**src/rtl/pgp_pkg.sv**
```systemverilog
package pgp_pkg;

  localparam int CH_W        = 8;
  localparam int COLOR_W     = 24;
  localparam int SPAN_W      = 13;
  localparam int PCT_W       = 7;
  localparam int CFG_IDX_W   = 3;
  localparam int CFG_DATA_W  = 24;
  // A dividend below 256 times the span length fits in this many bits.
  localparam int NUM_W       = CH_W + SPAN_W;
  localparam int PROD_W      = 2 * CH_W;
  localparam int LANES       = 4;
  localparam int DIV_STAGES  = CH_W;
  localparam int MAX_SPAN_DEF = 4096;

  localparam logic [CH_W-1:0]  CHAN_MAX = 8'hFF;
  localparam logic [PCT_W-1:0] PCT_FULL = 7'd100;

  // floor(x / 100) for x below 43690 as a multiply and shift.
  localparam int RECIP_100_W   = 13;
  localparam int RECIP_100     = 5243;
  localparam int RECIP_SHIFT   = 19;
  localparam int SOLID_X_W     = PCT_W + CH_W;

  typedef enum logic [CFG_IDX_W-1:0] {
    REG_FIRST_COLOR      = 3'd0,
    REG_SECOND_COLOR     = 3'd1,
    REG_SPAN_LENGTH      = 3'd2,
    REG_GRADIENT_ON      = 3'd3,
    REG_TRANSPARENT_RAMP = 3'd4,
    REG_RAMP_FLIP        = 3'd5,
    REG_ALPHA_PERCENT    = 3'd6
  } reg_idx_t;

  // Opacity of the solid fill: floor(min(percent, 100) * 255 / 100).
  function automatic logic [CH_W-1:0] solid_alpha(input logic [PCT_W-1:0] pct);
    logic [PCT_W-1:0]                         pc;
    logic [SOLID_X_W-1:0]                     x;
    logic [SOLID_X_W+RECIP_100_W-1:0]         prod;
    pc   = (pct > PCT_FULL) ? PCT_FULL : pct;
    x    = (SOLID_X_W'(pc) << CH_W) - SOLID_X_W'(pc);
    prod = (SOLID_X_W+RECIP_100_W)'(x) * (SOLID_X_W+RECIP_100_W)'(RECIP_100);
    return prod[RECIP_SHIFT +: CH_W];
  endfunction

  // floor(x / 255) for any 16-bit product of two bytes.
  function automatic logic [CH_W-1:0] div255(input logic [PROD_W-1:0] x);
    logic [PROD_W:0] t;
    t = (PROD_W+1)'(x) + (PROD_W+1)'(x >> CH_W) + (PROD_W+1)'(1);
    return t[CH_W +: CH_W];
  endfunction

endpackage

```
**src/rtl/premultiplied_gradient_pixel_core.sv**
```systemverilog
// Linear gradient fill with premultiplied alpha, one pixel per transaction.
// The input channel carries a pixel position along the span; the output
// channel returns the alpha byte and the red, green and blue bytes already
// multiplied by alpha / 255. Positions beyond the span length saturate.
// Configuration registers are written through the cfg_ port (write enable,
// index, data) while no transactions are in flight; writes to an unused
// index are dropped.
// The pipeline is twelve register stages deep, and a new position is
// accepted every cycle while in_stall is low. The depth is set by the
// division by the span length, which resolves one quotient bit per
// stage over eight stages.
// Synchronous active-low reset empties the pipeline and loads the register
// defaults (span length 1, solid fill at 100 percent, black colors).
// When the receiver holds out_stall while a result is waiting, the whole
// pipeline freezes and in_stall is raised in the same cycle, so nothing is
// dropped or repeated.
module premultiplied_gradient_pixel_core #(
  parameter int MAX_SPAN = pgp_pkg::MAX_SPAN_DEF
) (
  input  logic                                clk,
  input  logic                                rst_n,
  input  logic                                cfg_we,
  input  logic [pgp_pkg::CFG_IDX_W-1:0]       cfg_index,
  input  logic [pgp_pkg::CFG_DATA_W-1:0]      cfg_data,
  input  logic                                in_valid,
  output logic                                in_stall,
  input  logic [pgp_pkg::SPAN_W-1:0]          in_position,
  output logic                                out_valid,
  input  logic                                out_stall,
  output logic [pgp_pkg::CH_W-1:0]            out_alpha_out,
  output logic [pgp_pkg::CH_W-1:0]            out_red_out,
  output logic [pgp_pkg::CH_W-1:0]            out_green_out,
  output logic [pgp_pkg::CH_W-1:0]            out_blue_out
);
  import pgp_pkg::*;

  logic [COLOR_W-1:0] first_color_r;
  logic [COLOR_W-1:0] second_color_r;
  logic [SPAN_W-1:0]  span_length_r;
  logic               gradient_on_r;
  logic               transparent_ramp_r;
  logic               ramp_flip_r;
  logic [PCT_W-1:0]   alpha_percent_r;
  logic [CH_W-1:0]    solid_alpha_r;

  logic adv;

  always_ff @(posedge clk) begin
    if (!rst_n) begin
      first_color_r      <= '0;
      second_color_r     <= '0;
      span_length_r      <= SPAN_W'(1);
      gradient_on_r      <= 1'b0;
      transparent_ramp_r <= 1'b0;
      ramp_flip_r        <= 1'b0;
      alpha_percent_r    <= PCT_FULL;
    end else if (cfg_we) begin
      unique case (cfg_index)
        REG_FIRST_COLOR:      first_color_r      <= cfg_data[COLOR_W-1:0];
        REG_SECOND_COLOR:     second_color_r     <= cfg_data[COLOR_W-1:0];
        REG_SPAN_LENGTH:      span_length_r      <= cfg_data[SPAN_W-1:0];
        REG_GRADIENT_ON:      gradient_on_r      <= cfg_data[0];
        REG_TRANSPARENT_RAMP: transparent_ramp_r <= cfg_data[0];
        REG_RAMP_FLIP:        ramp_flip_r        <= cfg_data[0];
        REG_ALPHA_PERCENT:    alpha_percent_r    <= cfg_data[PCT_W-1:0];
        default: ;
      endcase
    end
  end

  // Derived from a register, so it settles long before any transaction reaches
  // the stage that uses it.
  always_ff @(posedge clk) begin
    solid_alpha_r <= solid_alpha(alpha_percent_r);
  end

  logic out_valid_r;
  assign adv      = !out_valid_r || !out_stall;
  assign in_stall = !adv;

  // Stage A: effective length, clamped position and ramp weights.
  logic [SPAN_W-1:0] len_eff;
  logic [SPAN_W-1:0] pos_sat;
  logic [SPAN_W-1:0] w1;
  logic              vld_a_r;
  logic [SPAN_W-1:0] len_a_r;
  logic [SPAN_W-1:0] pos_a_r;
  logic [SPAN_W-1:0] w1_a_r;
  logic [SPAN_W-1:0] w2_a_r;

  always_comb begin
    if (span_length_r == '0) begin
      len_eff = SPAN_W'(1);
    end else if (32'(span_length_r) > 32'(MAX_SPAN)) begin
      len_eff = SPAN_W'(MAX_SPAN);
    end else begin
      len_eff = span_length_r;
    end
    pos_sat = (in_position > len_eff) ? len_eff : in_position;
    w1      = ramp_flip_r ? (len_eff - pos_sat) : pos_sat;
  end

  always_ff @(posedge clk) begin
    if (!rst_n) begin
      vld_a_r <= 1'b0;
    end else if (adv) begin
      vld_a_r <= in_valid;
    end
  end

  always_ff @(posedge clk) begin
    if (adv) begin
      len_a_r <= len_eff;
      pos_a_r <= pos_sat;
      w1_a_r  <= w1;
      w2_a_r  <= len_eff - w1;
    end
  end

  // Stage B writes the dividends into the first slot of the divider arrays.
  // Lane 0 is the alpha ramp, lanes 1 to 3 are red, green and blue.
  logic [NUM_W-1:0]  rem_r [DIV_STAGES][LANES];
  logic [SPAN_W-1:0] len_r [DIV_STAGES];
  logic [CH_W-1:0]   quo_r [1:DIV_STAGES][LANES];
  logic              vld_r [DIV_STAGES+1];

  always_ff @(posedge clk) begin
    if (!rst_n) begin
      vld_r[0] <= 1'b0;
    end else if (adv) begin
      vld_r[0] <= vld_a_r;
    end
  end

  always_ff @(posedge clk) begin
    if (adv) begin
      len_r[0]    <= len_a_r;
      rem_r[0][0] <= (NUM_W'(pos_a_r) << CH_W) - NUM_W'(pos_a_r);
      for (int k = 0; k < LANES - 1; k++) begin
        rem_r[0][k+1] <=
          NUM_W'(first_color_r[COLOR_W-1-CH_W*k -: CH_W]) * NUM_W'(w1_a_r) +
          NUM_W'(second_color_r[COLOR_W-1-CH_W*k -: CH_W]) * NUM_W'(w2_a_r);
      end
    end
  end

  // Restoring division by the span length, one quotient bit per stage.
  for (genvar d = 0; d < DIV_STAGES; d++) begin : g_div
    localparam int Sh = DIV_STAGES - 1 - d;
    logic [NUM_W-1:0] trial;
    logic [CH_W-1:0]  q_prev [LANES];
    logic             take   [LANES];

    assign trial = NUM_W'(len_r[d]) << Sh;

    for (genvar l = 0; l < LANES; l++) begin : g_lane
      if (d == 0) begin : g_first
        assign q_prev[l] = '0;
      end else begin : g_next
        assign q_prev[l] = quo_r[d][l];
      end
      assign take[l] = (rem_r[d][l] >= trial);
    end

    always_ff @(posedge clk) begin
      if (!rst_n) begin
        vld_r[d+1] <= 1'b0;
      end else if (adv) begin
        vld_r[d+1] <= vld_r[d];
      end
    end

    always_ff @(posedge clk) begin
      if (adv) begin
        for (int l = 0; l < LANES; l++) begin
          quo_r[d+1][l] <= q_prev[l] | (take[l] ? (CH_W'(1) << Sh) : '0);
        end
      end
    end

    if (d < DIV_STAGES - 1) begin : g_carry
      always_ff @(posedge clk) begin
        if (adv) begin
          len_r[d+1] <= len_r[d];
          for (int l = 0; l < LANES; l++) begin
            rem_r[d+1][l] <= take[l] ? (rem_r[d][l] - trial) : rem_r[d][l];
          end
        end
      end
    end
  end

  // Stage P: choose alpha and color by mode, then multiply.
  logic [CH_W-1:0]   alpha_sel;
  logic [CH_W-1:0]   color_sel [LANES-1];
  logic              vld_p_r;
  logic [CH_W-1:0]   alpha_p_r;
  logic [PROD_W-1:0] prod_r [LANES-1];

  always_comb begin
    priority if (!gradient_on_r) begin
      alpha_sel = solid_alpha_r;
    end else if (transparent_ramp_r) begin
      alpha_sel = ramp_flip_r ? (CHAN_MAX - quo_r[DIV_STAGES][0]) : quo_r[DIV_STAGES][0];
    end else begin
      alpha_sel = CHAN_MAX;
    end
    for (int k = 0; k < LANES - 1; k++) begin
      if (gradient_on_r && !transparent_ramp_r) begin
        color_sel[k] = quo_r[DIV_STAGES][k+1];
      end else begin
        color_sel[k] = first_color_r[COLOR_W-1-CH_W*k -: CH_W];
      end
    end
  end

  always_ff @(posedge clk) begin
    if (!rst_n) begin
      vld_p_r <= 1'b0;
    end else if (adv) begin
      vld_p_r <= vld_r[DIV_STAGES];
    end
  end

  always_ff @(posedge clk) begin
    if (adv) begin
      alpha_p_r <= alpha_sel;
      for (int k = 0; k < LANES - 1; k++) begin
        prod_r[k] <= PROD_W'(color_sel[k]) * PROD_W'(alpha_sel);
      end
    end
  end

  // Output register: divide the products by 255.
  logic [CH_W-1:0] alpha_out_r;
  logic [CH_W-1:0] red_out_r;
  logic [CH_W-1:0] green_out_r;
  logic [CH_W-1:0] blue_out_r;

  always_ff @(posedge clk) begin
    if (!rst_n) begin
      out_valid_r <= 1'b0;
    end else if (adv) begin
      out_valid_r <= vld_p_r;
    end
  end

  always_ff @(posedge clk) begin
    if (adv) begin
      alpha_out_r <= alpha_p_r;
      red_out_r   <= div255(prod_r[0]);
      green_out_r <= div255(prod_r[1]);
      blue_out_r  <= div255(prod_r[2]);
    end
  end

  assign out_valid     = out_valid_r;
  assign out_alpha_out = alpha_out_r;
  assign out_red_out   = red_out_r;
  assign out_green_out = green_out_r;
  assign out_blue_out  = blue_out_r;

endmodule
```
**config.mk**
```make
export PLATFORM = sky130hd
export DESIGN_NAME = premultiplied_gradient_pixel_core
export DESIGN_NICKNAME = d
export VERILOG_FILES = /design/src/rtl/pgp_pkg.sv /design/src/rtl/premultiplied_gradient_pixel_core.sv
export SDC_FILE = /design/constraint.sdc
export NUM_CORES = 2
export LEC_CHECK = 0
export BUFFER_PORTS_ARGS = -buffer_cell sky130_fd_sc_hd__buf_4
export CAP_MARGIN = 20
export CORE_AREA = 2 2 388 467
export CTS_CLUSTER_DIAMETER = 30
export DETAILED_ROUTE_END_ITERATION = 8
export DIE_AREA = 0 0 390 469
export PLACE_DENSITY = 0.76
export SYNTH_ARGS = -nofsm -noshare
export SYNTH_HDL_FRONTEND = slang
export SYNTH_SLANG_ARGS = --single-unit
export TNS_END_PERCENT = 20
```
**constraint.sdc**
```tcl
create_clock -name clk -period 42.3 [get_ports clk]
set_input_delay 4.23 -clock clk [delete_from_list [all_inputs] [get_ports clk]]
set_output_delay 4.23 -clock clk [all_outputs]
set_load 0.02 [all_outputs]
```
==> metrics.md <==
| Metric | Value |
|---|---|
| Top FF cell, synth | `edfxtp_1` |
| I/O Pins | `slightly below 80` |
| RSZ-0062 raised after global routing | `no` |
| Mapped Nets | `roughly 10,000` |
| Count of input and output buffers | `just under 80` |
| Async S/R FF share, synth | `0%` |
| Routed len/inst | `20.1 um` |
| Psw | `between 2000 and 2500 uW` |
| Post-route ant nets | `0` |
| DRT Pass-1 Iters | `6` |
| Cts repair resizes | `0` |
| Pwr dens | `approximately 60 nW/um^2` |
| Die Ht | `~470 um` |
| Final clock skew | `approximately 0.051 ns` |
| CTS Buffer Depth | `3` |
| Vias in the first global route | `between 60,000 and 70,000` |
| Mapped cell area | `approximately 90,000 um^2` |
| Top-area cell type share of the netlist area | `a little over a third` |
| Final core utilization | `a little under three fifths` |
| Mux share of post-synthesis cell area | `approximately 1.3%` |
| Placer Congestion | `between 0.9 and 1` |
| Seq pwr share | `roughly a third` |
| Number of fillers in the final layout | `approximately 14,000` |
| Top cell type by total area after synthesis | `edfxtp_1` |
| Max_cap viols | `0` |
| Register-to-Register Path Depth | `28` |
| DP Area | `between 90,000 and 100,000 um^2` |
| Post-Route WL | `228,000 um` |
| Slew headroom | `roughly a quarter` |
| Sw Share | `36.1%` |
| Worst setup EP type | `flop` |
| Final hold vios | `0` |
| Post-CTS Setup Repair Bufs | `0` |
| Final instance area | `between 100,000 and 150,000 um^2` |
| Nets@finish | `approximately 10,000` |
| H-tree depth | `4` |
| Hold Path Stages | `0` |
| Hold Crit Class | `flop to flop` |
| Row Count | `170` |
| Clk sink count | `1,151` |
| Req. time, crit path | `roughly 43 ns` |
| Core ar. | `178,000 um^2` |
| Antenna violations before repair | `9` |
| GRT Overall Usage | `~25%` |
| DR vias/cell | `between 5 and 6` |
| Max Fclk | `roughly 100 MHz` |
| Worst-path clk slew | `0.05 ns` |
| Clock Power Share | `around 30%` |
| Final Slew Violations | `0` |
| CTS Root Cell | `clkbuf_16` |
| Post-Synthesis Cells | `just under 9,000` |
| Synth Area in Adders | `about 28%` |
| EDFF count, synth | `1,068` |
| Xor/xnor cell area share of the yosys netlist | `about 4.8%` |
| Yosys cell types | `82` |
| Share of total power in combinational logic | `38.4%` |
| Sequential area share after synthesis | `37.3%` |
| LEAKAGE | `about 0.044 uW` |
| Final period util | `a little under a quarter` |
| Final HPWL DP | `178,000 um` |
| Initial Util | `between 50 and 60%` |
| Synth Area in Simple Gates | `approximately 13%` |
| CTS Buf Count | `227` |
| Area grow syn2layout | `12.7%` |
| Initial DRC Count | `between 4,000 and 5,000` |
| Synthesis Warnings | `0` |
| Die ar. | `approximately 180,000 um^2` |
| Largest family of logic cells by synthesized area | `adder cells` |
| Reg area | `33,700 um^2` |
| Largest cells by area after synthesis | `edfxtp_1, fa_1, ha_1, inv_1, nand2_1` |
| Hold-fix buffers, CTS | `0` |
| Startpoint Class | `primary input` |
| Minimum clock period | `between 10 and 15 ns` |
| Footprint of the multi-input gates | `51,500 um^2` |
| Worst-path fanout max | `26` |
| Clock Latency Late Sink | `0.86 ns` |
| Layout cell share with drive strength beyond 1 | `about 7.4%` |
| Final setup vio count | `0` |
| Residual DRC count | `0` |
| Setup Crit Path Kind | `primary input to flop` |
| Arr. time, crit path | `~11 ns` |
| Seq cells post-synth | `around 1,200` |
| CTS tree | `done` |
| P_int | `~4000 uW` |
| Worst-margin pin slew | `between 1 and 1.5 ns` |
| DR vias | `64,300` |
| First-pass GRT wire length | `359,000 um` |
| Gr ovfl total | `0` |
| Synth Area per Inst | `~10 um^2` |
| Setup TNS | `0 ns` |
| Max rail drop VDD | `between 40 and 50 uV` |
| Post-synthesis compound-gate area fraction | `9.47%` |
| Largest net degree at the start of global routing | `between 200 and 250` |
| Status | `finished clean` |
| Die span in x | `approximately 390 um` |
==> state kept, by name (all words and copies together), names as in the netlist, 7 cells and up <==
name / count
span_length_r: 13
out_alpha_out: 8
vld_r: 9
out_green_out: 8
out_red_out: 8
alpha_p_r: 8
len_a_r: 13
first_color_r: 24
second_color_r: 24
pos_a_r: 13
rem_r: 672
alpha_percent_r: 7
out_blue_out: 8
w1_a_r: 13
solid_alpha_r: 8
quo_r: 144
len_r: 104
prod_r: 48
w2_a_r: 13
==> worst max-delay path, cell delays in order <==
cell and delay, ns:
buf_4 0.12, ha_1 0.30, nand4_1 0.14, o221ai_1 0.22
a211oi_1 0.15, o21ai_1 0.33, nand2_1 0.54, o21ai_0 0.62
ha_1 0.24, inv_1 0.06, fa_1 0.41, a21oi_1 0.30
o21bai_1 0.12, xor2_1 0.15, a21oi_1 0.28, ha_1 0.33
o21ai_0 0.21, a21oi_1 0.11, o41ai_1 0.49, maj3_1 0.29
a31oi_1 0.08, maj3_1 0.40, maj3_1 0.36, nor2_1 0.13
xnor2_1 0.08
==> through the flow <==
step	setup slack [ns]	power (uW)	std cells	hold WS [ns]
floorplan	6.88	3720	8683	0.400
global placement	31.39	4280	10900	0.400
detailed placement	31.39	4380	10900	0.405
CTS	32.26	6260	11400	0.412
global route	31.64	6660	11400	0.417
finish	32.19	6260	11400	0.410
==> cells in the mapped netlist (all sizes together), types with 139 or more instances <==
| master | count |
|---|---|
| xnor2 | 308 |
| and2 | 313 |
| nor3 | 139 |
| fa | 703 |
| a21o | 141 |
| a21oi | 407 |
| ha | 888 |
| o21ai | 378 |
| clkbuf | 212 |
| inv | 1178 |
| nand2 | 989 |
| xor2 | 191 |
| edfxtp | 1068 |
| nor2 | 495 |
==> layout make-up <==
class / instances / share of cell area, %
diodes: 5 / 0.0123
clock buffers: 256 / 5.84
clock inverters: 176 / 2.09
inverters: 1183 / 4.36
multi-input cells: 6132 / 50.6
flip-flops and latches: 1151 / 33.1
well taps: 2322 / 2.85
repair buffers: 152 / 1.20
==> cell families (layout without fill, tap and decap cells) <==
family	Yosys count	count (layout)
xor+xnor	499	499
simple gates	2551	2551
other cells	0	5
mux	108	108
flops	1151	1151
compound gates	1379	1379
buf+inv	1400	1767
fa+ha+maj	1595	1595
==> power groups by stage <==
stage | logic, uW | registers (uW) | clock network [uW]
5_1_grt | 2690 | 2040 | 1930
4_1_cts | 2380 | 2000 | 1870
3_5_place_dp | 2360 | 2020 | 0
6_report | 2410 | 2010 | 1850
2_1_floorplan | 1800 | 1920 | 0
3_3_place_gp | 2270 | 2010 | 0
==> per-layer routing <==
layer / vias up / part of all wire [%] / GRT usage [%]
met2: 2266 / 50 / 44.4
li1: 29900 / - / -
met3: 753 / 6.1 / 4.35
met4: 4 / 6.6 / 15.5
met5: - / 0.010 / 0
met1: 31400 / 37 / 28.6
==> path summary, 6_finish.rpt <==
check,slack [ns],end,startpoint
max,32.19,w2_a_r[11],in_position[2]
min reg2reg,0.41,quo_r[0][164],quo_r[0][132]
max reg2reg,34.25,solid_alpha_r[7],alpha_percent_r[5]
min,0.41,quo_r[0][164],quo_r[0][132]
==> cells in the final DEF (no fill, tap or decap), types with 191 or more instances in the layout <==
cell | synthesis | final
nand2_1 | 989 | 988
xnor2_1 | 308 | 308
o21ai_1 | 248 | 246
nor2_1 | 494 | 492
and2_1 | 313 | 313
clkbuf_16 | 0 | 234
fa_1 | 703 | 703
inv_1 | 1165 | 1165
ha_1 | 888 | 888
edfxtp_1 | 1068 | 1068
xor2_1 | 191 | 191
a21oi_1 | 407 | 405
Note: power is estimated with default switching activity, not from simulation.
